$ cat src/sv/tts_pkg.sv
// Shared types, constants and helpers of the tridiagonal solver.
`timescale 1ns / 1ps
package tts_pkg;
	localparam int MAX_ROWS  = 64;
	localparam int FRAC_BITS = 16;
	localparam int IDX_W     = $clog2(MAX_ROWS);
	localparam int CNT_W     = IDX_W + 1;
	localparam int ROW_W     = 6;
	localparam int PROD_W    = 64;
	localparam int WIDE_W    = 66;
	localparam int DIV_W     = 32 + FRAC_BITS;
	localparam int DIV_CNT_W = $clog2(DIV_W + 1);

	localparam logic [1:0] STAT_OK   = 2'd0;
	localparam logic [1:0] STAT_ZERO = 2'd1;
	localparam logic [1:0] STAT_OVER = 2'd2;

	typedef struct packed {
		logic signed [31:0] sub_diag;
		logic signed [31:0] main_diag;
		logic signed [31:0] super_diag;
		logic signed [31:0] rhs_value;
		logic               last_row;
	} in_beat_t;

	typedef struct packed {
		logic signed [31:0] solution;
		logic [ROW_W-1:0]   row_index;
		logic               last_result;
		logic [1:0]         status;
	} out_beat_t;

	typedef enum logic [1:0] {
		KIND_FIRST,
		KIND_NEXT,
		KIND_OVER
	} row_kind_t;

	typedef struct packed {
		in_beat_t         row;
		row_kind_t        kind;
		logic [IDX_W-1:0] idx;
	} job_t;

	typedef enum logic [3:0] {
		ST_IDLE,
		ST_MUL_A,
		ST_MUL_B,
		ST_MUL_C,
		ST_DIV_GO,
		ST_DIV_WAIT,
		ST_BS_RD,
		ST_BS_MUL,
		ST_BS_SUB,
		ST_EM_RD,
		ST_EM_LD,
		ST_EM_HOLD
	} back_state_t;

	// Clamp a wide signed value to 32 bits
	function automatic logic signed [31:0] sat_q(input logic signed [WIDE_W-1:0] v);
		logic signed [31:0] r;
		if (&v[WIDE_W-1:31] || ~|v[WIDE_W-1:31])
			r = v[31:0];
		else if (v[WIDE_W-1])
			r = {1'b1, {31{1'b0}}};
		else
			r = {1'b0, {31{1'b1}}};
		return r;
	endfunction
endpackage

$ cat src/sv/tts_div.sv
// Restoring divider, one quotient bit per cycle: (num * 2^F) / den, saturated.
`timescale 1ns / 1ps
module tts_div (
	input  logic               clk,
	input  logic               arst_n,
	input  logic               start,
	input  logic signed [31:0] num,
	input  logic signed [31:0] den,
	output logic               done,
	output logic signed [31:0] quot
);
	import tts_pkg::*;

	logic [DIV_W-1:0]     dvd_q;
	logic [DIV_W-1:0]     quo_q;
	logic [31:0]          dvs_q;
	logic [32:0]          rem_q;
	logic                 neg_q;
	logic                 busy_q;
	logic                 done_q;
	logic [DIV_CNT_W-1:0] cnt_q;
	logic [32:0]          rem_sh;
	logic                 fits;
	logic [31:0]          num_mag;
	logic [31:0]          den_mag;

	assign num_mag = num[31] ? 32'(-num) : 32'(num);
	assign den_mag = den[31] ? 32'(-den) : 32'(den);
	assign rem_sh  = {rem_q[31:0], dvd_q[DIV_W-1]};
	assign fits    = rem_sh >= {1'b0, dvs_q};
	assign done    = done_q;

	// Sign and clamp the magnitude quotient
	always_comb begin
		if (!neg_q) begin
			if (|quo_q[DIV_W-1:31])
				quot = {1'b0, {31{1'b1}}};
			else
				quot = quo_q[31:0];
		end else begin
			if (|quo_q[DIV_W-1:32] || (quo_q[31] && |quo_q[30:0]))
				quot = {1'b1, {31{1'b0}}};
			else
				quot = ~quo_q[31:0] + 32'd1;
		end
	end

	// Iterate one bit a cycle
	always_ff @(posedge clk or negedge arst_n) begin
		if (!arst_n) begin
			busy_q <= 1'b0;
			done_q <= 1'b0;
			cnt_q  <= '0;
		end else begin
			done_q <= 1'b0;
			if (start) begin
				busy_q <= 1'b1;
				cnt_q  <= DIV_CNT_W'(DIV_W - 1);
			end else if (busy_q) begin
				if (cnt_q == '0) begin
					busy_q <= 1'b0;
					done_q <= 1'b1;
				end else begin
					cnt_q <= cnt_q - 1'b1;
				end
			end
		end
	end

	// Shift dividend, remainder and quotient
	always_ff @(posedge clk) begin
		if (start) begin
			dvd_q <= {num_mag, {FRAC_BITS{1'b0}}};
			dvs_q <= den_mag;
			rem_q <= '0;
			quo_q <= '0;
			neg_q <= num[31] ^ den[31];
		end else if (busy_q) begin
			dvd_q <= {dvd_q[DIV_W-2:0], 1'b0};
			quo_q <= {quo_q[DIV_W-2:0], fits};
			rem_q <= fits ? (rem_sh - {1'b0, dvs_q}) : rem_sh;
		end
	end
endmodule

$ cat config.mk
export PLATFORM = sky130hd
export DESIGN_NAME = tts_div
export DESIGN_NICKNAME = d
export VERILOG_FILES = /design/src/sv/tts_pkg.sv /design/src/sv/tts_div.sv
export SDC_FILE = /design/constraint.sdc
export NUM_CORES = 1
export LEC_CHECK = 0
export BUFFER_PORTS_ARGS = -buffer_cell sky130_fd_sc_hd__buf_4
export CAP_MARGIN = 20
export CORE_ASPECT_RATIO = 0.6
export CORE_MARGIN = 2
export CORE_UTILIZATION = 50
export DETAILED_ROUTE_END_ITERATION = 10
export PLACE_DENSITY_LB_ADDON = 0.05
export SYNTH_ARGS = -nofsm -noshare
export SYNTH_HDL_FRONTEND = slang
export SYNTH_SLANG_ARGS = --single-unit
export TNS_END_PERCENT = 5
$ cat constraint.sdc
create_clock -name clk -period 3.8 [get_ports clk]
set_clock_uncertainty 0.05 [all_clocks]
set_input_delay 0 -clock clk [delete_from_list [all_inputs] [get_ports clk]]
set_output_delay 0 -clock clk [all_outputs]
set_load 0.005 [all_outputs]
-- Yosys cells after proc, flatten, opt, wreduce, memory -nomap -nowiden
Index checks and enable logic that the tools add are counted.
- add/sub/neg operators: 5
- $lt $le $gt $ge: 1
- eq/ne operators: 1
- multiplexer cells: 17
- bitwise operators: 2
- reduce and logical (&&, ||, !) cells: 8
- operators with widths (kind ; count):
    $mux W32 ; 5
    $mux W48 ; 2
    $neg A32 Y32 ; 2
    $ge A33 B32 Y1 ; 1
    $add A32 B1 Y32 const B ; 1
    $not A32 Y32 ; 1
    $sub A32 B32 Y32 ; 1
    $mux W31 ; 1
    $reduce_or A31 Y1 ; 1
    $mux W6 ; 3
    $reduce_or A17 Y1 ; 1
    $reduce_or A16 Y1 ; 1
    $logic_not A6 Y1 ; 1
    $mux W1 ; 6
    $sub A6 B1 Y6 const B ; 1
    $ne A2 B2 Y1 const B ; 1
    $reduce_and A2 Y1 ; 1
    $reduce_bool A2 Y1 ; 1
    $logic_and A1 B1 Y1 ; 1
    $logic_or A1 B1 Y1 ; 1
    $xor A1 B1 Y1 ; 1
- register bits: 153
- input port bits: 67
- output and inout bits: 33
- logic and storage cells: 43

-- Longest topological paths before layout
- word-level depth: 5
- mapped depth: 12
- gate-level depth less buffers: 11

-- Least setup slack after synthesis
OpenSTA, ideal clock, no wires.
- kind: register to register
- start point: reg dvs_q[15]
- end point: reg rem_q[10]
- setup time: 86 ps
- data arrival time: 2847 ps
- required time: 3664 ps
- slack: 817 ps
- cell stages (with the launch flop): 13
- buffers on the path: 2
- cells stage by stage: edfxtp_1 -> inv_1 -> ha_1 -> clkbuf_1 -> and2_1 -> and3_1 -> a2111oi_1 -> a21oi_1 -> nor4_2 -> nor2_1 -> buf_2 -> mux2i_1 -> a211oi_1
- word-level cells in the longest chain between the ends: 2
- ends and longest elaborated chain (element ; line ; text):
    from (decl) ; tts_div.sv:16 ; logic [31:0] dvs_q;
    from (signal assigned) ; tts_div.sv:74 ; dvs_q <= den_mag;
    $ge A33 B32 Y1 ; tts_div.sv:30 ; assign fits = rem_sh >= {1'b0, dvs_q};
    $mux W32 ; tts_div.sv:81 ; rem_q <= fits ? (rem_sh - {1'b0, dvs_q}) : rem_sh;
    to (signal assigned) ; tts_div.sv:81 ;
    to (decl) ; tts_div.sv:17 ; logic [32:0] rem_q;
No other way between the ends.
A chain may end at the register's enable or synchronous reset.

-- Worst setup path after layout
- start point: in den[0]
- end point: reg dvs_q[24], data pin
- word-level cells in the longest chain between the ends: 2
- ends and longest elaborated chain (element ; line ; text):
    from (decl) ; tts_div.sv:8 ; input logic signed [31:0] den,
    $neg A32 Y32 ; tts_div.sv:28 ; assign den_mag = den[31] ? 32'(-den) : 32'(den);
    $mux W31 ; tts_div.sv:28 ;
    net den_mag[24] ; tts_div.sv:25 ; logic [31:0] den_mag;
The timed path passes the listed nets, and every way through them passes these cells.

==> metrics.md <==
| Metric | Value |
|---|---|
| Status | `finished, final reports clean` |
| Hold_sp | `num[31]` |
| Critical Path AT | `between 3 and 4 ns` |
| Post-Place Setup Slack | `0.582 ns` |
| Worst setup path class | `in -> reg` |
| Sw Pwr | `~1.1 mW` |
| Post-synth net total | `between 1k and 1.5k` |
| GR Layer Usage met3 | `just under 6%` |
| Worst Path Max Fanout | `5` |
| Drc violations | `0` |
| Max_cap viols | `0` |
| Sw Ratio | `about a quarter` |
| Vias | `~9k` |
| PD cells | `341 nW/um2` |
| H-tree levels | `4` |
| Die width | `roughly 190 um` |
| Layout Cells excl Fill | `1,587` |
| Syn avg cell area | `between 8 and 9 um2` |
| RePlAce Congestion | `~0.93` |
| LEAKAGE | `about 5.3 nW` |
| Tmin final | `~3.6 ns` |
| Worst Setup SP | `den[0]` |
| Seq/Total Area, Yosys | `between 30% and 40%` |
| Worst-margin pin slew | `between 0.7 and 0.8 ns` |
| Final Setup Violations | `0` |
| Final core occ | `roughly 64%` |
| Yosys warns | `0` |
| Antenna cell count | `0` |
| Post-CTS Setup Bufs | `0` |
| Port bufs | `99` |
| Crit path top cell by count | `or3_4` |
| Drt wl/cell | `between 15 and 20 um` |
| Clock-pin slew on the worst setup and hold paths | `~0.06 ns` |
| Total GRT Usage | `between 20% and 30%` |
| Worst setup EP type | `flop` |
| Largest net degree at the start of global routing | `63` |
| Final net count | `roughly 1.4k` |
| Drt pass-1 iters | `5` |
| Hold Crit Class | `in -> reg` |
| CTS Sinks | `around 150` |
| Clk root buf | `clkbuf_16` |
| R2R Path Start | `dvs_q[11]$_DFFE_PP_` |
| Critical path buffer and inverter count | `4` |
| Clk_lat worst skew | `around 0.44 ns` |
| Share of post-route cells with drive strength above 1 | `roughly an eighth` |
| Initial antenna violation count | `0` |
| Total negative slack | `0 ns` |
| Num rows | `39` |
| Vias per Instance | `~5.6` |
| Flop pwr share | `43.9%` |
| Most common cell after layout, fill and taps aside | `nor2_1` |
| Final Worst Setup Slack | `around 0.18 ns` |
| Most frequent cells in the layout | `nor2_1, buf_4, nand2_1` |
| Clock power frac | `between 40% and 50%` |
| Vias in the first global route | `around 8k` |
| Hold Vio Cnt, Final | `0` |
| IO Pins | `100` |
| Main synth FF type | `dfxtp_1` |
| Mapped Cells | `1,166` |
| Placed cell area | `between 10,000 and 15,000 um2` |
| Filler instances | `roughly 1.7k` |
| Power Internal | `about 3.1 mW` |
| Relative slew margins | `roughly half` |
| CTS Buffer Depth | `2` |
| TritonCTS clock tree | `done` |
| Layout area overhead | `22.9%` |
| Antenna Nets Post-Route | `0` |
| Design Power | `approximately 4.2 mW` |
| Final worst path period share | `between 90% and 100%` |
| Post-route cell area | `~12,000 um2` |
| Critical Path Source Type | `input pin` |
| Cell family with most CP delay | `simple AND/OR/NAND/NOR gates` |
| Die ar. | `21,200 um2` |
| Max Freq | `approximately 0.28 GHz` |
| Peak VDD IR | `0.000326 V` |
| Largest stage delay on the critical path | `0.57 ns` |
| Final WL | `25,200 um` |
| GRT met2 Usage | `roughly a third` |
| Die H | `approximately 110 um` |
| Core area | `19,300 um2` |
| Gate power share | `approximately 14%` |
| Gr ovfl total | `0` |
| First-pass GRT wire length | `approximately 41,000 um` |
| Yosys reg bits | `153` |
| RSZ-0062 raised after global routing | `no` |
| Placed cells | `about 1.5k` |
| Fin Hold WS | `0.0399 ns` |
| Critical Path, Cell by Cell | `dlygate4sd3_1 -> buf_4 -> inv_1 -> ha_1 -> or4b_1 -> or3_4 -> or4_4 -> or3_4 -> or3_4 -> o21ai_1 -> xnor2_1 -> dlygate4sd3_1` |
| Ys async rst share | `5.23%` |
| Num CTS Buffers | `17` |
| Unique masters post-synth | `a little under 70` |
| Worst Path Required | `3.93 ns` |
| DP HPWL | `between 15,000 and 20,000 um` |
| Initial Utilization | `51.7%` |
| Netlist area before placement | `9990 um2` |
| Global Route met1 Usage | `a little under two fifths` |
| Most Crowded Layer GR | `met1` |
| Max-slew violation count | `0` |
| Initial DRC Count | `873` |
| CP max-delay cell | `dlygate4sd3_1` |
| Post-synth EDFFs | `65` |
cell type report:
type	instances	area [um2]	area share [%]
flip-flops and latches	153	3760	30.6
repair buffers	188	1590	13.0
clock buffers	20	468	3.81
inverters	54	203	1.65
well taps	266	333	2.71
clock inverters	12	138	1.12
multi-input cells	894	5790	47.1
state kept, by name, summed over array words and instances, names as in the netlist:
name,flops
quo_q,48
dvd_q,32
dvs_q,32
rem_q,32
cnt_q,6
busy_q,1
done,1
neg_q,1
synth_stat cells, types with 10 or more instances:
cell type  number  area share, %
a211oi_1       13           0.98
a21o_1         11           0.83
a21oi_1        79            4.0
clkbuf_1       54            2.0
dfxtp_1        80             16
edfxtp_1       65             20
ha_1           37            4.6
inv_1          54            2.0
mux2i_1        71            7.1
nand2_1       109            4.1
nand2b_1       12           0.75
nand3_1        13           0.65
nand4_1        10           0.63
nor2_1        149            5.6
nor3_1         24            1.2
nor4_1         14           0.88
o21ai_0        73            3.7
o311ai_0       18            1.6
o31ai_1        18            1.4
or2_2          10           0.63
or3_1          19            1.2
xnor2_1        47            4.1
xor2_1         42            3.7
path summary, 6_finish.rpt:
check	to	cells past startpoint	slack, ns
worst max-delay path	dvs_q[24]$_DFFE_PP_	12	0.18
worst min-delay path	neg_q$_DFFE_PP_	2	0.04
worst max register to register	rem_q[19]$_SDFFE_PP0P_	12	0.52
worst min register to register	quo_q[47]$_SDFFE_PP0P_	2	0.44
max in group asynchronous	busy_q$_DFF_PN0_	3	2.90
min in group asynchronous	cnt_q[5]$_DFFE_PN0P_	3	0.50
power by group through the flow:
stage / clock network, mW / logic [mW] / registers [mW]
2_1_floorplan: 0 / 0.347 / 1.87
3_3_place_gp: 0 / 0.529 / 1.88
3_5_place_dp: 0 / 0.529 / 1.88
4_1_cts: 1.78 / 0.596 / 1.84
5_1_grt: 1.86 / 0.670 / 1.85
6_report: 1.75 / 0.605 / 1.84
cell families (layout without fill, tap and decap cells):
family	after synthesis	count (layout)	synth area share [%]
simple gates	413	413	19.8
compound gates	281	281	18.1
flops	153	153	37.6
buf+inv	119	274	4.57
xor+xnor	89	89	7.80
mux	73	73	7.34
fa+ha+maj	38	38	4.83
what timing repair did:
action	CTS	global route
hold buffers	73	0
endpoints found under the hold margin	72	0
endpoints found under the setup margin	0	2
gates resized for setup	0	2
metal layers:
layer / part of all wire (%) / routed length [um]
met1: 53 / 13400
met2: 39 / 9810
met3: 7.0 / 1760
met4: 0.86 / 216
met5: 0 / 0
(Power assumes the default switching activity.)
