[config.mk]
export PLATFORM = sky130hd
export DESIGN_NAME = tts_front
export DESIGN_NICKNAME = d
export VERILOG_FILES = /design/src/sv/tts_pkg.sv /design/src/sv/tts_front.sv
export SDC_FILE = /design/constraint.sdc
export NUM_CORES = 1
export LEC_CHECK = 0
export ABC_AREA = 1
export BUFFER_PORTS_ARGS = -buffer_cell sky130_fd_sc_hd__buf_2
export CAP_MARGIN = 40
export CORE_MARGIN = 4
export CORE_UTILIZATION = 36
export CTS_CLUSTER_DIAMETER = 200
export CTS_CLUSTER_SIZE = 24
export DETAILED_ROUTE_END_ITERATION = 6
export SLEW_MARGIN = 10
export SYNTH_ARGS = -nofsm -noshare
export SYNTH_HDL_FRONTEND = slang
export SYNTH_SLANG_ARGS = --single-unit
export TNS_END_PERCENT = 20
[constraint.sdc]
create_clock -name clk -period 6.6 [get_ports clk]
set_clock_uncertainty 0.15 [all_clocks]
set_input_delay 0.99 -clock clk [delete_from_list [all_inputs] [get_ports clk]]
set_output_delay 0.99 -clock clk [all_outputs]
set_load 0.02 [all_outputs]
[src/sv/tts_pkg.sv]
// Shared types, constants and helpers of the tridiagonal solver.
`timescale 1ns / 1ps
package tts_pkg;
	localparam int MAX_ROWS  = 64;
	localparam int FRAC_BITS = 16;
	localparam int IDX_W     = $clog2(MAX_ROWS);
	localparam int CNT_W     = IDX_W + 1;
	localparam int ROW_W     = 6;
	localparam int PROD_W    = 64;
	localparam int WIDE_W    = 66;
	localparam int DIV_W     = 32 + FRAC_BITS;
	localparam int DIV_CNT_W = $clog2(DIV_W + 1);

	localparam logic [1:0] STAT_OK   = 2'd0;
	localparam logic [1:0] STAT_ZERO = 2'd1;
	localparam logic [1:0] STAT_OVER = 2'd2;

	typedef struct packed {
		logic signed [31:0] sub_diag;
		logic signed [31:0] main_diag;
		logic signed [31:0] super_diag;
		logic signed [31:0] rhs_value;
		logic               last_row;
	} in_beat_t;

	typedef struct packed {
		logic signed [31:0] solution;
		logic [ROW_W-1:0]   row_index;
		logic               last_result;
		logic [1:0]         status;
	} out_beat_t;

	typedef enum logic [1:0] {
		KIND_FIRST,
		KIND_NEXT,
		KIND_OVER
	} row_kind_t;

	typedef struct packed {
		in_beat_t         row;
		row_kind_t        kind;
		logic [IDX_W-1:0] idx;
	} job_t;

	typedef enum logic [3:0] {
		ST_IDLE,
		ST_MUL_A,
		ST_MUL_B,
		ST_MUL_C,
		ST_DIV_GO,
		ST_DIV_WAIT,
		ST_BS_RD,
		ST_BS_MUL,
		ST_BS_SUB,
		ST_EM_RD,
		ST_EM_LD,
		ST_EM_HOLD
	} back_state_t;

	// Clamp a wide signed value to 32 bits
	function automatic logic signed [31:0] sat_q(input logic signed [WIDE_W-1:0] v);
		logic signed [31:0] r;
		if (&v[WIDE_W-1:31] || ~|v[WIDE_W-1:31])
			r = v[31:0];
		else if (v[WIDE_W-1])
			r = {1'b1, {31{1'b0}}};
		else
			r = {1'b0, {31{1'b1}}};
		return r;
	endfunction
endpackage

[src/sv/tts_front.sv]
// Front end: row intake, row numbering and overflow marking, job queue.
`timescale 1ns / 1ps
module tts_front (
	input  logic              clk,
	input  logic              arst_n,
	input  logic              in_valid,
	output logic              in_stall,
	input  tts_pkg::in_beat_t in_beat,
	output logic              job_valid,
	output tts_pkg::job_t     job,
	input  logic              job_pop
);
	import tts_pkg::*;

	logic [CNT_W-1:0] cnt_q;
	job_t             q_mem [2];
	logic             wr_ptr_q;
	logic             rd_ptr_q;
	logic [1:0]       fill_q;
	logic             push;
	job_t             new_job;

	assign in_stall  = (fill_q == 2'd2);
	assign push      = in_valid && !in_stall;
	assign job_valid = (fill_q != 2'd0);
	assign job       = q_mem[rd_ptr_q];

	// Classify the incoming row from the running row count
	always_comb begin
		new_job.row = in_beat;
		if (cnt_q == CNT_W'(MAX_ROWS)) begin
			new_job.kind = KIND_OVER;
			new_job.idx  = '0;
		end else begin
			new_job.kind = (cnt_q == '0) ? KIND_FIRST : KIND_NEXT;
			new_job.idx  = cnt_q[IDX_W-1:0];
		end
	end

	// Advance the row count; a last row closes the run
	always_ff @(posedge clk or negedge arst_n) begin
		if (!arst_n) begin
			cnt_q <= '0;
		end else if (push) begin
			if (in_beat.last_row)
				cnt_q <= '0;
			else if (cnt_q != CNT_W'(MAX_ROWS))
				cnt_q <= cnt_q + 1'b1;
		end
	end

	// Hold queue entries
	always_ff @(posedge clk) begin
		if (push)
			q_mem[wr_ptr_q] <= new_job;
	end

	// Move queue pointers and fill level
	always_ff @(posedge clk or negedge arst_n) begin
		if (!arst_n) begin
			wr_ptr_q <= 1'b0;
			rd_ptr_q <= 1'b0;
			fill_q   <= 2'd0;
		end else begin
			if (push)
				wr_ptr_q <= ~wr_ptr_q;
			if (job_pop)
				rd_ptr_q <= ~rd_ptr_q;
			if (push && !job_pop)
				fill_q <= fill_q + 2'd1;
			else if (job_pop && !push)
				fill_q <= fill_q - 2'd1;
		end
	end
endmodule

After elaboration in Yosys (flattened, before gate mapping). Memories as Yosys holds them, arrays and structs flattened. Cells that the tools add are included.

Output and inout bits: 139. Flip-flop bits (word level): 11. Memories: 1. Memory bits (writable): 274. Logic and storage cells: 32. Input bits: 133.

Memories: q_mem (depth 2, width 137, rd ports 1, clocked after Yosys merged registers in 0, wr ports 1, RTL line tts_front.sv:16) `job_t q_mem [2];`.

Multiplexer cells: 8. Bitwise gates (word level): 2. Add/subtract/negate cells: 3. Reductions and logical operators: 11. Eq/ne operators: 3.

Operators with widths (number): 7-bit 2-to-1 mux (2); 8-bit 2-to-1 mux (1); 7-bit by 1-bit adder with 7-bit output, second input constant (1); 7-bit equality test, second input constant (1); 7-bit logical NOT (1); 7-bit inequality test, second input constant (1); 2-bit nonzero test (3); 2-bit 2-to-1 mux (2); 1-bit logical AND (3); 1-bit logical NOT (3); 1-bit 2-to-1 mux (3); 2-bit by 1-bit adder with 2-bit output, second input constant (1); 2-bit equality test, second input constant (1); 1-bit inverter (2); 2-bit AND reduction (1); 2-bit by 1-bit subtractor with 2-bit output, second input constant (1).

Logic depth before layout (Yosys ltp). Gate-level depths: netlist of the first run.

Word-level depth: 7. Gate-level depth with buffers: 9. Depth with buffers taken out: 8.

Least setup slack after synthesis of the first run. No wires, ideal clock.

Kind: input to register. From: input in_valid. To: memory q_mem[1][0] (netlist name), enable pin. Arrival time: 6997 ps. Stages: 4. Path buffers: 0. Path slack: -1184 ps. Data required time: 5813 ps. Cells stage by stage: inv_1 nor2_4 inv_1 nor2_1.

Word-level cells in the longest chain between the ends: 3.

RTL lines: start, declared (RTL line tts_front.sv:6) `input logic in_valid,`; 1-bit logical AND (RTL line tts_front.sv:24) `assign push = in_valid && !in_stall;`; via push (RTL line tts_front.sv:20) `logic push;`; 1-bit 2-to-1 mux (RTL line tts_front.sv:54) `if (push)`; 1-bit 2-to-1 mux (implied by the code) (RTL line tts_front.sv:55) `q_mem[wr_ptr_q] <= new_job;`; end, declared (RTL line tts_front.sv:16).

The timed path passes the listed nets, and every way through them passes these cells.

==> metrics.txt, run 1 <==
# TYPE chip_impl_metric gauge
chip_impl_metric{name="grt_antenna_before_repair",unit=""} 3
chip_impl_metric{name="maxSlewViolCount",unit=""} 0
chip_impl_metric{name="port-buffer-count",unit=""} 271
chip_impl_info{name="cts.root.buffer_cell",value="clkbuf_16"} 1
chip_impl_metric{name="max-slew-margin-rel",unit="%"} 51.1
chip_impl_metric{name="total_leakage_power",unit="nW"} 4.74
chip_impl_metric{name="fp.dieArea",unit="µm²"} 32300
chip_impl_metric{name="post_synth_num_cell_types",unit=""} 27
chip_impl_metric{name="core_outline_area",unit="µm²"} 28900
chip_impl_metric{name="drt-wirelength-per-cell",unit="µm"} 17.3
chip_impl_metric{name="crit_path_max_incr_delay",unit="ps"} 600
chip_impl_metric{name="num_io_pins",unit=""} 272
chip_impl_info{name="crit_path_end_kind",value="primary output"} 1
chip_impl_metric{name="via_per_inst",unit=""} 4.49
chip_impl_metric{name="finalHoldViolCount",unit=""} 0
chip_impl_metric{name="syn_nets",unit=""} 655
chip_impl_metric{name="grt_overflow_total",unit=""} 0
chip_impl_info{name="critical_path_cell_sequence",value="buf_12 > mux2_2 > buf_2"} 1
chip_impl_info{name="setup_repair_after_global_routing_missed_its_margin",value="false"} 1
chip_impl_metric{name="synth-async-reset-ratio",unit="%"} 3.86
chip_impl_metric{name="synthDominantCellAreaShare",unit="%"} 77.6
chip_impl_metric{name="cts-buffers-inserted",unit=""} 15
chip_impl_metric{name="postCtsResizedCells",unit=""} 0
chip_impl_metric{name="report.final.setup_viol",unit=""} 0
chip_impl_info{name="main_area_contributors_after_synthesis",value="edfxtp_1 78%, mux2_2 15%, dfrtp_1 2.6%"} 1
chip_impl_metric{name="setup_repair_bufs_after_cts",unit=""} 0
chip_impl_metric{name="timing.setup.tns",unit="ps"} 0
chip_impl_metric{name="post_synth_instance_area",unit="µm²"} 10600
chip_impl_metric{name="initial_core_util",unit="%"} 36.7
chip_impl_metric{name="postRouteAntennaNets",unit=""} 0
chip_impl_metric{name="first_pass_grt_wire_length",unit="µm"} 31500
chip_impl_metric{name="placed_cell_area",unit="µm²"} 12400
chip_impl_metric{name="peakVddDrop",unit="µV"} 515
chip_impl_metric{name="grt_max_degree",unit=""} 123
chip_impl_metric{name="cp.buffers_inverters",unit=""} 2
chip_impl_metric{name="globalRouteTotalUtil",unit="%"} 12.1
chip_impl_metric{name="synthesis.instances",unit=""} 519
chip_impl_metric{name="synth.yosys.seq_area_share",unit="%"} 80.2
chip_impl_metric{name="max_clock_freq",unit="GHz"} 0.288
chip_impl_metric{name="cts.path.max_buffers",unit=""} 3
chip_impl_metric{name="synth_area_per_cell",unit="µm²"} 20.4
chip_impl_metric{name="globalplace.congestion",unit=""} 0.733
chip_impl_metric{name="finalInstanceArea",unit="µm²"} 12800
chip_impl_metric{name="max-cap-violations",unit=""} 0
chip_impl_info{name="clock_tree_from_tritoncts",value="done"} 1
chip_impl_metric{name="drc_viols",unit=""} 0
chip_impl_metric{name="detailedRoute.firstIterationViolations",unit=""} 277
chip_impl_metric{name="powerDensity",unit="nW/µm²"} 429
chip_impl_metric{name="htree_num_levels",unit=""} 1
chip_impl_metric{name="cts.hold.buffers_added",unit=""} 0
chip_impl_metric{name="crit_arrival",unit="ps"} 2330
chip_impl_metric{name="total_wirelength",unit="µm"} 20500
chip_impl_metric{name="final_min_period_over_clock_period",unit="%"} 52.6
chip_impl_metric{name="worst-path-max-fanout",unit=""} 122
chip_impl_info{name="outcome",value="finished, final reports clean"} 1
chip_impl_info{name="synth_top_area_cell",value="edfxtp_1"} 1
chip_impl_metric{name="die_h",unit="µm"} 180
chip_impl_info{name="start_kind",value="flop"} 1
chip_impl_info{name="cpMaxStageDelayCell",value="dfrtp_4"} 1
chip_impl_metric{name="finalWorstPathRequiredPeriod",unit="ps"} 3470
chip_impl_metric{name="core.rowCount",unit=""} 62
chip_impl_metric{name="detailedRoute.firstPassIterationCount",unit=""} 4
chip_impl_metric{name="place.detailed.hpwl",unit="µm"} 13600
chip_impl_metric{name="worst_skew_pair.late_latency",unit="ps"} 480
chip_impl_metric{name="synth-edff-count",unit=""} 274
chip_impl_info{name="timing.hold.worst.class",value="input port to asynchronous set/reset pin"} 1
chip_impl_info{name="cp_top_family",value="buffers and inverters"} 1
chip_impl_metric{name="tightest_slew",unit="ps"} 734
chip_impl_metric{name="vias",unit=""} 5306
chip_impl_metric{name="floorplan.die.width",unit="µm"} 180
chip_impl_metric{name="layout-area-overhead-vs-synth",unit="%"} 21.0
chip_impl_metric{name="cts.reportedPaths.clkPinSlew",unit="ps"} 100
chip_impl_metric{name="ys_ff_latch",unit=""} 285
chip_impl_metric{name="post_route_cells_drive_above_1_share",unit="%"} 56.1
chip_impl_metric{name="layout_nets",unit=""} 930
chip_impl_metric{name="cts.sink_count",unit=""} 285
chip_impl_metric{name="grt_pass1_vias",unit=""} 5503
chip_impl_info{name="critical_path_class",value="flop to primary output"} 1
chip_impl_info{name="ys.flop_type",value="edfxtp_1"} 1
chip_impl_metric{name="timing.critical_path.required",unit="ps"} 5460
chip_impl_metric{name="yosysWarningCount",unit=""} 0
-- layout make-up --
| class | instances | area (µm²) |
|---|---|---|
| flip-flops and latches | 285 | 8510 |
| diodes | 1 | 2.50 |
| inverters | 14 | 52.6 |
| well taps | 384 | 480 |
| repair buffers | 278 | 1470 |
| clock inverters | 1 | 5.00 |
| fillers | 2599 | 16000 |
| multi-input cells | 200 | 1920 |
| clock buffers | 20 | 394 |
-- worst reg2reg max path, cell delays in order, from the launching register on --
cell and delay (ps):
dfrtp_1 370, inv_1 100, nor2_1 90, nor2_4 150, inv_1 120, nor2_4 430, buf_4 670
-- metrics by stage --
stage / utilization, % / hold WS [ps] / setup WS (ps) / power (mW) / cells
finish: 44.5 / 225 / 3130 / 5.50 / 1183
detailed placement: 43.1 / 342 / 3460 / 4.65 / 1161
floorplan: - / 317 / -1150 / 4.05 / 519
global route: 44.5 / 218 / 3030 / 5.80 / 1183
CTS: 44.5 / 207 / 3070 / 5.61 / 1182
global placement: 42.9 / 332 / 3470 / 4.61 / 1159
-- cells in the final DEF, fill, tap and decap left out, drive strengths merged --
cell type / synthesis / layout
clkinv: 0 / 1
diode: 0 / 1
buf: 16 / 278
clkbuf: 3 / 20
xnor2: 1 / 1
edfxtp: 274 / 274
or2: 1 / 1
nor4: 1 / 1
dfrtp: 11 / 11
a21oi: 1 / 1
nand2: 22 / 22
ha: 3 / 3
mux2: 137 / 137
o21ai: 10 / 10
nand3: 10 / 10
nor2: 12 / 12
inv: 14 / 14
xor2: 2 / 2
-- synthesized netlist by cell type, types with 2 or more instances --
| master | n |
|---|---|
| o21ai_0 | 3 |
| o21ai_2 | 6 |
| nand2_1 | 19 |
| edfxtp_1 | 274 |
| nand2_2 | 2 |
| nor2_1 | 10 |
| inv_1 | 13 |
| buf_2 | 3 |
| xor2_1 | 2 |
| clkbuf_1 | 3 |
| mux2_2 | 137 |
| dfrtp_1 | 11 |
| nand3_1 | 9 |
| ha_1 | 3 |
| buf_4 | 12 |
-- power by group --
group | switching (mW) | internal (mW) | leakage [nW]
Clock | 0.520 | 0.422 | 0.195
Combinational | 1.23 | 0.757 | 1.86
Sequential | 0.105 | 2.46 | 2.69
-- path summary, 6_finish.rpt --
| kind | to | cells after the start | slack, ps | from |
|---|---|---|---|---|
| max | job[51] | 3 | 3130 | rd_ptr_q$_DFFE_PN0P_ |
| min | wr_ptr_q$_DFFE_PN0P_ | 1 | 220 | arst_n |
| max reg2reg | q_mem[1][19]$_DFFE_PP_ | 6 | 4090 | fill_q[1]$_DFFE_PN0P_ |
| min reg2reg | fill_q[0]$_DFFE_PN0P_ | 1 | 360 | fill_q[0]$_DFFE_PN0P_ |
| max in group asynchronous | rd_ptr_q$_DFFE_PN0P_ | 1 | 5820 | arst_n |
| min in group clk | fill_q[0]$_DFFE_PN0P_ | 1 | 360 | fill_q[0]$_DFFE_PN0P_ |
-- registers in the layout, indices dropped and copies added (netlist names) --
| signal | cells |
|---|---|
| cnt_q | 7 |
| fill_q | 2 |
| rd_ptr_q | 1 |
| q_mem | 274 |
| wr_ptr_q | 1 |
-- layer usage --
layer	global-route usage, %	vias up	share of wire [%]
met5	0	-	0.11
met4	2.77	4	1.6
met3	2.99	24	5.7
met2	21.0	156	51
met1	15.3	2589	42
li1	-	2533	-
-- kinds of logic (layout without fill, tap and decap cells) --
group | count (synthesis) | count (layout) | share of synthesized area [%]
buffers and inverters | 34 | 313 | 1.88
xor gates and xnor gates | 3 | 3 | 0.248
AOI/OAI and AO/OA | 11 | 11 | 0.731
adders and majority gates | 3 | 3 | 0.354
other | 0 | 1 | 0
DFF | 285 | 285 | 80.2
and+or+nand+nor | 46 | 46 | 2.05
muxes | 137 | 137 | 14.5
No activity file was read; power rests on OpenSTA's default activity.
==> run 2, diff against run 1 <==
--- a/config.mk
+++ b/config.mk
@@ -5,7 +5,7 @@
 export SDC_FILE = /design/constraint.sdc
 export NUM_CORES = 1
 export LEC_CHECK = 0
-export ABC_AREA = 1
+export ABC_AREA = 0
 export BUFFER_PORTS_ARGS = -buffer_cell sky130_fd_sc_hd__buf_2
 export CAP_MARGIN = 40
 export CORE_MARGIN = 4
==> constraint.sdc (replaced) <==
create_clock -name clk -period 3.4 [get_ports clk]
set_clock_uncertainty 0.15 [all_clocks]
set_input_delay 0.51 -clock clk [delete_from_list [all_inputs] [get_ports clk]]
set_output_delay 0.51 -clock clk [all_outputs]
set_load 0.02 [all_outputs]
==> metrics.txt, run 2 <==
# TYPE chip_impl_metric gauge
chip_impl_info{name="synthTopCellsByCount",value="274 x edfxtp_1, 138 x mux2_2, 14 x clkbuf_1, 11 x dfrtp_1"} 1
chip_impl_metric{name="layout_nets",unit=""} 906
chip_impl_metric{name="die_h",unit="µm"} 179
chip_impl_metric{name="peakVddDrop",unit="µV"} 487
chip_impl_metric{name="maxSlewViolCount",unit=""} 0
chip_impl_metric{name="synth-edff-count",unit=""} 274
chip_impl_metric{name="detailedRoute.firstPassIterationCount",unit=""} 4
chip_impl_metric{name="worst-path-max-fanout",unit=""} 66
chip_impl_metric{name="powerDensity",unit="nW/µm²"} 840
chip_impl_metric{name="cts.path.max_buffers",unit=""} 3
chip_impl_info{name="ys.flop_type",value="edfxtp_1"} 1
chip_impl_metric{name="core.rowCount",unit=""} 62
chip_impl_metric{name="num_io_pins",unit=""} 272
chip_impl_metric{name="cts.reportedPaths.clkPinSlew",unit="ps"} 100
chip_impl_metric{name="drc_viols",unit=""} 0
chip_impl_info{name="synth_top_area_cell",value="edfxtp_1"} 1
chip_impl_info{name="critical_path_class",value="flop to primary output"} 1
chip_impl_metric{name="cts.sink_count",unit=""} 285
chip_impl_info{name="cts.root.buffer_cell",value="clkbuf_16"} 1
chip_impl_metric{name="max-slew-margin-rel",unit="%"} 57.9
chip_impl_metric{name="post-place-cells",unit=""} 1136
chip_impl_metric{name="globalRouteTotalUtil",unit="%"} 12.2
chip_impl_metric{name="cts-buffers-inserted",unit=""} 15
chip_impl_metric{name="fillCellCount",unit=""} 2577
chip_impl_metric{name="total_leakage_power",unit="nW"} 4.72
chip_impl_metric{name="port-buffer-count",unit=""} 271
chip_impl_metric{name="grt_overflow_total",unit=""} 0
chip_impl_metric{name="timing.critical_path.required",unit="ps"} 2740
chip_impl_metric{name="dpl_worst_slack",unit="ps"} 1100
chip_impl_metric{name="grt_pass1_vias",unit=""} 5435
chip_impl_metric{name="core_outline_area",unit="µm²"} 28700
chip_impl_metric{name="worst_skew_pair.late_latency",unit="ps"} 480
chip_impl_info{name="start_kind",value="flop"} 1
chip_impl_metric{name="grt_max_degree",unit=""} 87
chip_impl_info{name="setup_repair_after_global_routing_missed_its_margin",value="false"} 1
chip_impl_metric{name="yosysWarningCount",unit=""} 0
chip_impl_metric{name="postCtsResizedCells",unit=""} 0
chip_impl_metric{name="worst_r2r_path_depth",unit=""} 4
chip_impl_metric{name="initial_core_util",unit="%"} 36.5
chip_impl_info{name="outcome",value="finished, final reports clean"} 1
chip_impl_metric{name="synth-async-reset-ratio",unit="%"} 3.86
chip_impl_info{name="layout.cells.most_common",value="edfxtp_1"} 1
chip_impl_metric{name="layout-area-overhead-vs-synth",unit="%"} 22.0
chip_impl_metric{name="place.detailed.hpwl",unit="µm"} 13900
chip_impl_metric{name="vias",unit=""} 5326
chip_impl_info{name="largestRegisters",value="q_mem: 274 flops, cnt_q: 7 flops, fill_q: 2 flops"} 1
chip_impl_metric{name="drt-wirelength-per-cell",unit="µm"} 18.1
chip_impl_metric{name="grt_antenna_before_repair",unit=""} 1
chip_impl_metric{name="finalHoldViolCount",unit=""} 0
chip_impl_metric{name="tightest_slew",unit="ps"} 631
chip_impl_metric{name="total_wirelength",unit="µm"} 21100
chip_impl_info{name="clock_tree_from_tritoncts",value="done"} 1
chip_impl_metric{name="synth.yosys.seq_area_share",unit="%"} 81.2
chip_impl_metric{name="first_pass_grt_wire_length",unit="µm"} 30500
chip_impl_metric{name="hold_path_stages",unit=""} 1
chip_impl_metric{name="ys_ff_latch",unit=""} 285
chip_impl_metric{name="post_synth_num_cell_types",unit=""} 27
chip_impl_info{name="most_numerous_cell_in_the_yosys_netlist",value="edfxtp_1"} 1
chip_impl_info{name="most_frequent_cells_in_the_layout",value="274 x edfxtp_1, 271 x buf_2, 138 x mux2_2"} 1
chip_impl_metric{name="post_route_cells_drive_above_1_share",unit="%"} 56.2
chip_impl_metric{name="final_min_period_over_clock_period",unit="%"} 82.3
chip_impl_metric{name="antennaDiodeCount",unit=""} 0
chip_impl_metric{name="globalplace.congestion",unit=""} 0.716
chip_impl_metric{name="layoutNonFillerInstCount",unit=""} 1162
chip_impl_metric{name="htree_num_levels",unit=""} 1
chip_impl_metric{name="setup_repair_bufs_after_cts",unit=""} 0
chip_impl_info{name="regMostFlops",value="q_mem"} 1
chip_impl_metric{name="postRouteAntennaNets",unit=""} 0
chip_impl_metric{name="utilization",unit="%"} 44.5
chip_impl_info{name="crit_path_end_kind",value="primary output"} 1
chip_impl_metric{name="synth_area_per_cell",unit="µm²"} 21.1
chip_impl_metric{name="max_clock_freq",unit="GHz"} 0.357
chip_impl_metric{name="number_of_flip_flops_in_the_largest_register",unit=""} 274
chip_impl_metric{name="cts.hold.buffers_added",unit=""} 1
chip_impl_metric{name="report.final.setup_viol",unit=""} 0
chip_impl_metric{name="postLayoutSetupSlackWorst",unit="ps"} 601
chip_impl_metric{name="finalWorstPathRequiredPeriod",unit="ps"} 2800
chip_impl_metric{name="p_total",unit="mW"} 10.7
chip_impl_info{name="main_area_contributors_after_synthesis",value="edfxtp_1 79%, mux2_2 15%, dfrtp_1 2.6%"} 1
chip_impl_metric{name="via_per_inst",unit=""} 4.58
chip_impl_metric{name="max-cap-violations",unit=""} 0
chip_impl_metric{name="floorplan.die.width",unit="µm"} 179
chip_impl_metric{name="synthesis.instances",unit=""} 497
chip_impl_metric{name="fp.dieArea",unit="µm²"} 31900
chip_impl_metric{name="timing.setup.tns",unit="ps"} 0
chip_impl_metric{name="post_synth_instance_area",unit="µm²"} 10500
chip_impl_metric{name="crit_arrival",unit="ps"} 2140
chip_impl_metric{name="syn_nets",unit=""} 633
chip_impl_metric{name="detailedRoute.firstIterationViolations",unit=""} 308
chip_impl_metric{name="synthDominantCellAreaShare",unit="%"} 78.5
chip_impl_info{name="timing.hold.worst.class",value="input port to flop"} 1
[run 2: final timing paths]
check / from / end / slack, ps
worst max-delay path: rd_ptr_q$_DFFE_PN0P_ / job[43] / 600
worst min-delay path: in_beat[88] / q_mem[0][96]$_DFFE_PP_ / 60
worst max register to register: fill_q[0]$_DFFE_PN0P_ / q_mem[0][38]$_DFFE_PP_ / 1190
worst min register to register: cnt_q[6]$_DFFE_PN0P_ / cnt_q[6]$_DFFE_PN0P_ / 330
max in group asynchronous: arst_n / rd_ptr_q$_DFFE_PN0P_ / 2580
min in group asynchronous: arst_n / wr_ptr_q$_DFFE_PN0P_ / 280
[run 2: worst max-delay path: stages (launching register included)]
cell,delay [ps]
dfrtp_4,660
buf_12,370
mux2_2,410
buf_2,160
[run 2: power breakdown]
| part | internal (mW) | leakage, nW | switching (mW) |
|---|---|---|---|
| sequential | 4.79 | 2.69 | 0.238 |
| combinational | 1.49 | 1.83 | 2.37 |
| clock | 0.837 | 0.199 | 1.02 |
| total | 7.12 | 4.72 | 3.62 |
[run 2: cells by family after synthesis]
| group | share of synthesized area [%] |
|---|---|
| flip-flops | 81.2 |
| XOR/XNOR | 0.418 |
| adder cells (fa/ha/maj) | 0.358 |
| buffers and inverters | 1.19 |
| multiplexers | 14.8 |
| AO/OA/AOI/OAI | 0.896 |
| AND/OR/NAND/NOR | 1.13 |
[run 2: area by class of cell]
type	instances	area, µm²	area share [%]
clock buffers	24	409	3.20
clock inverters	1	5.00	0.0391
repair buffers	278	1490	11.6
multi-input cells	183	1870	14.6
well taps	384	480	3.76
inverters	7	26.3	0.206
flip-flops and latches	285	8510	66.5
[run 2: routing by layer]
layer	wire, µm	up-vias	global-route usage, %
met2	10300	171	20.3
met4	189	2	1.89
li1	-	2488	-
met1	8830	2645	16.5
met3	1750	20	3.35
met5	13	-	0
[run 2: metrics by stage]
| step | hold slack, ps | instance area (µm²) |
|---|---|---|
| final | 62.1 | 12800 |
| after global routing | 27.8 | 12800 |
| after CTS | 33.4 | 12800 |
| after detailed placement | 255 | 12400 |
| after global placement | 254 | 12400 |
| after floorplan | 64.4 | 10500 |
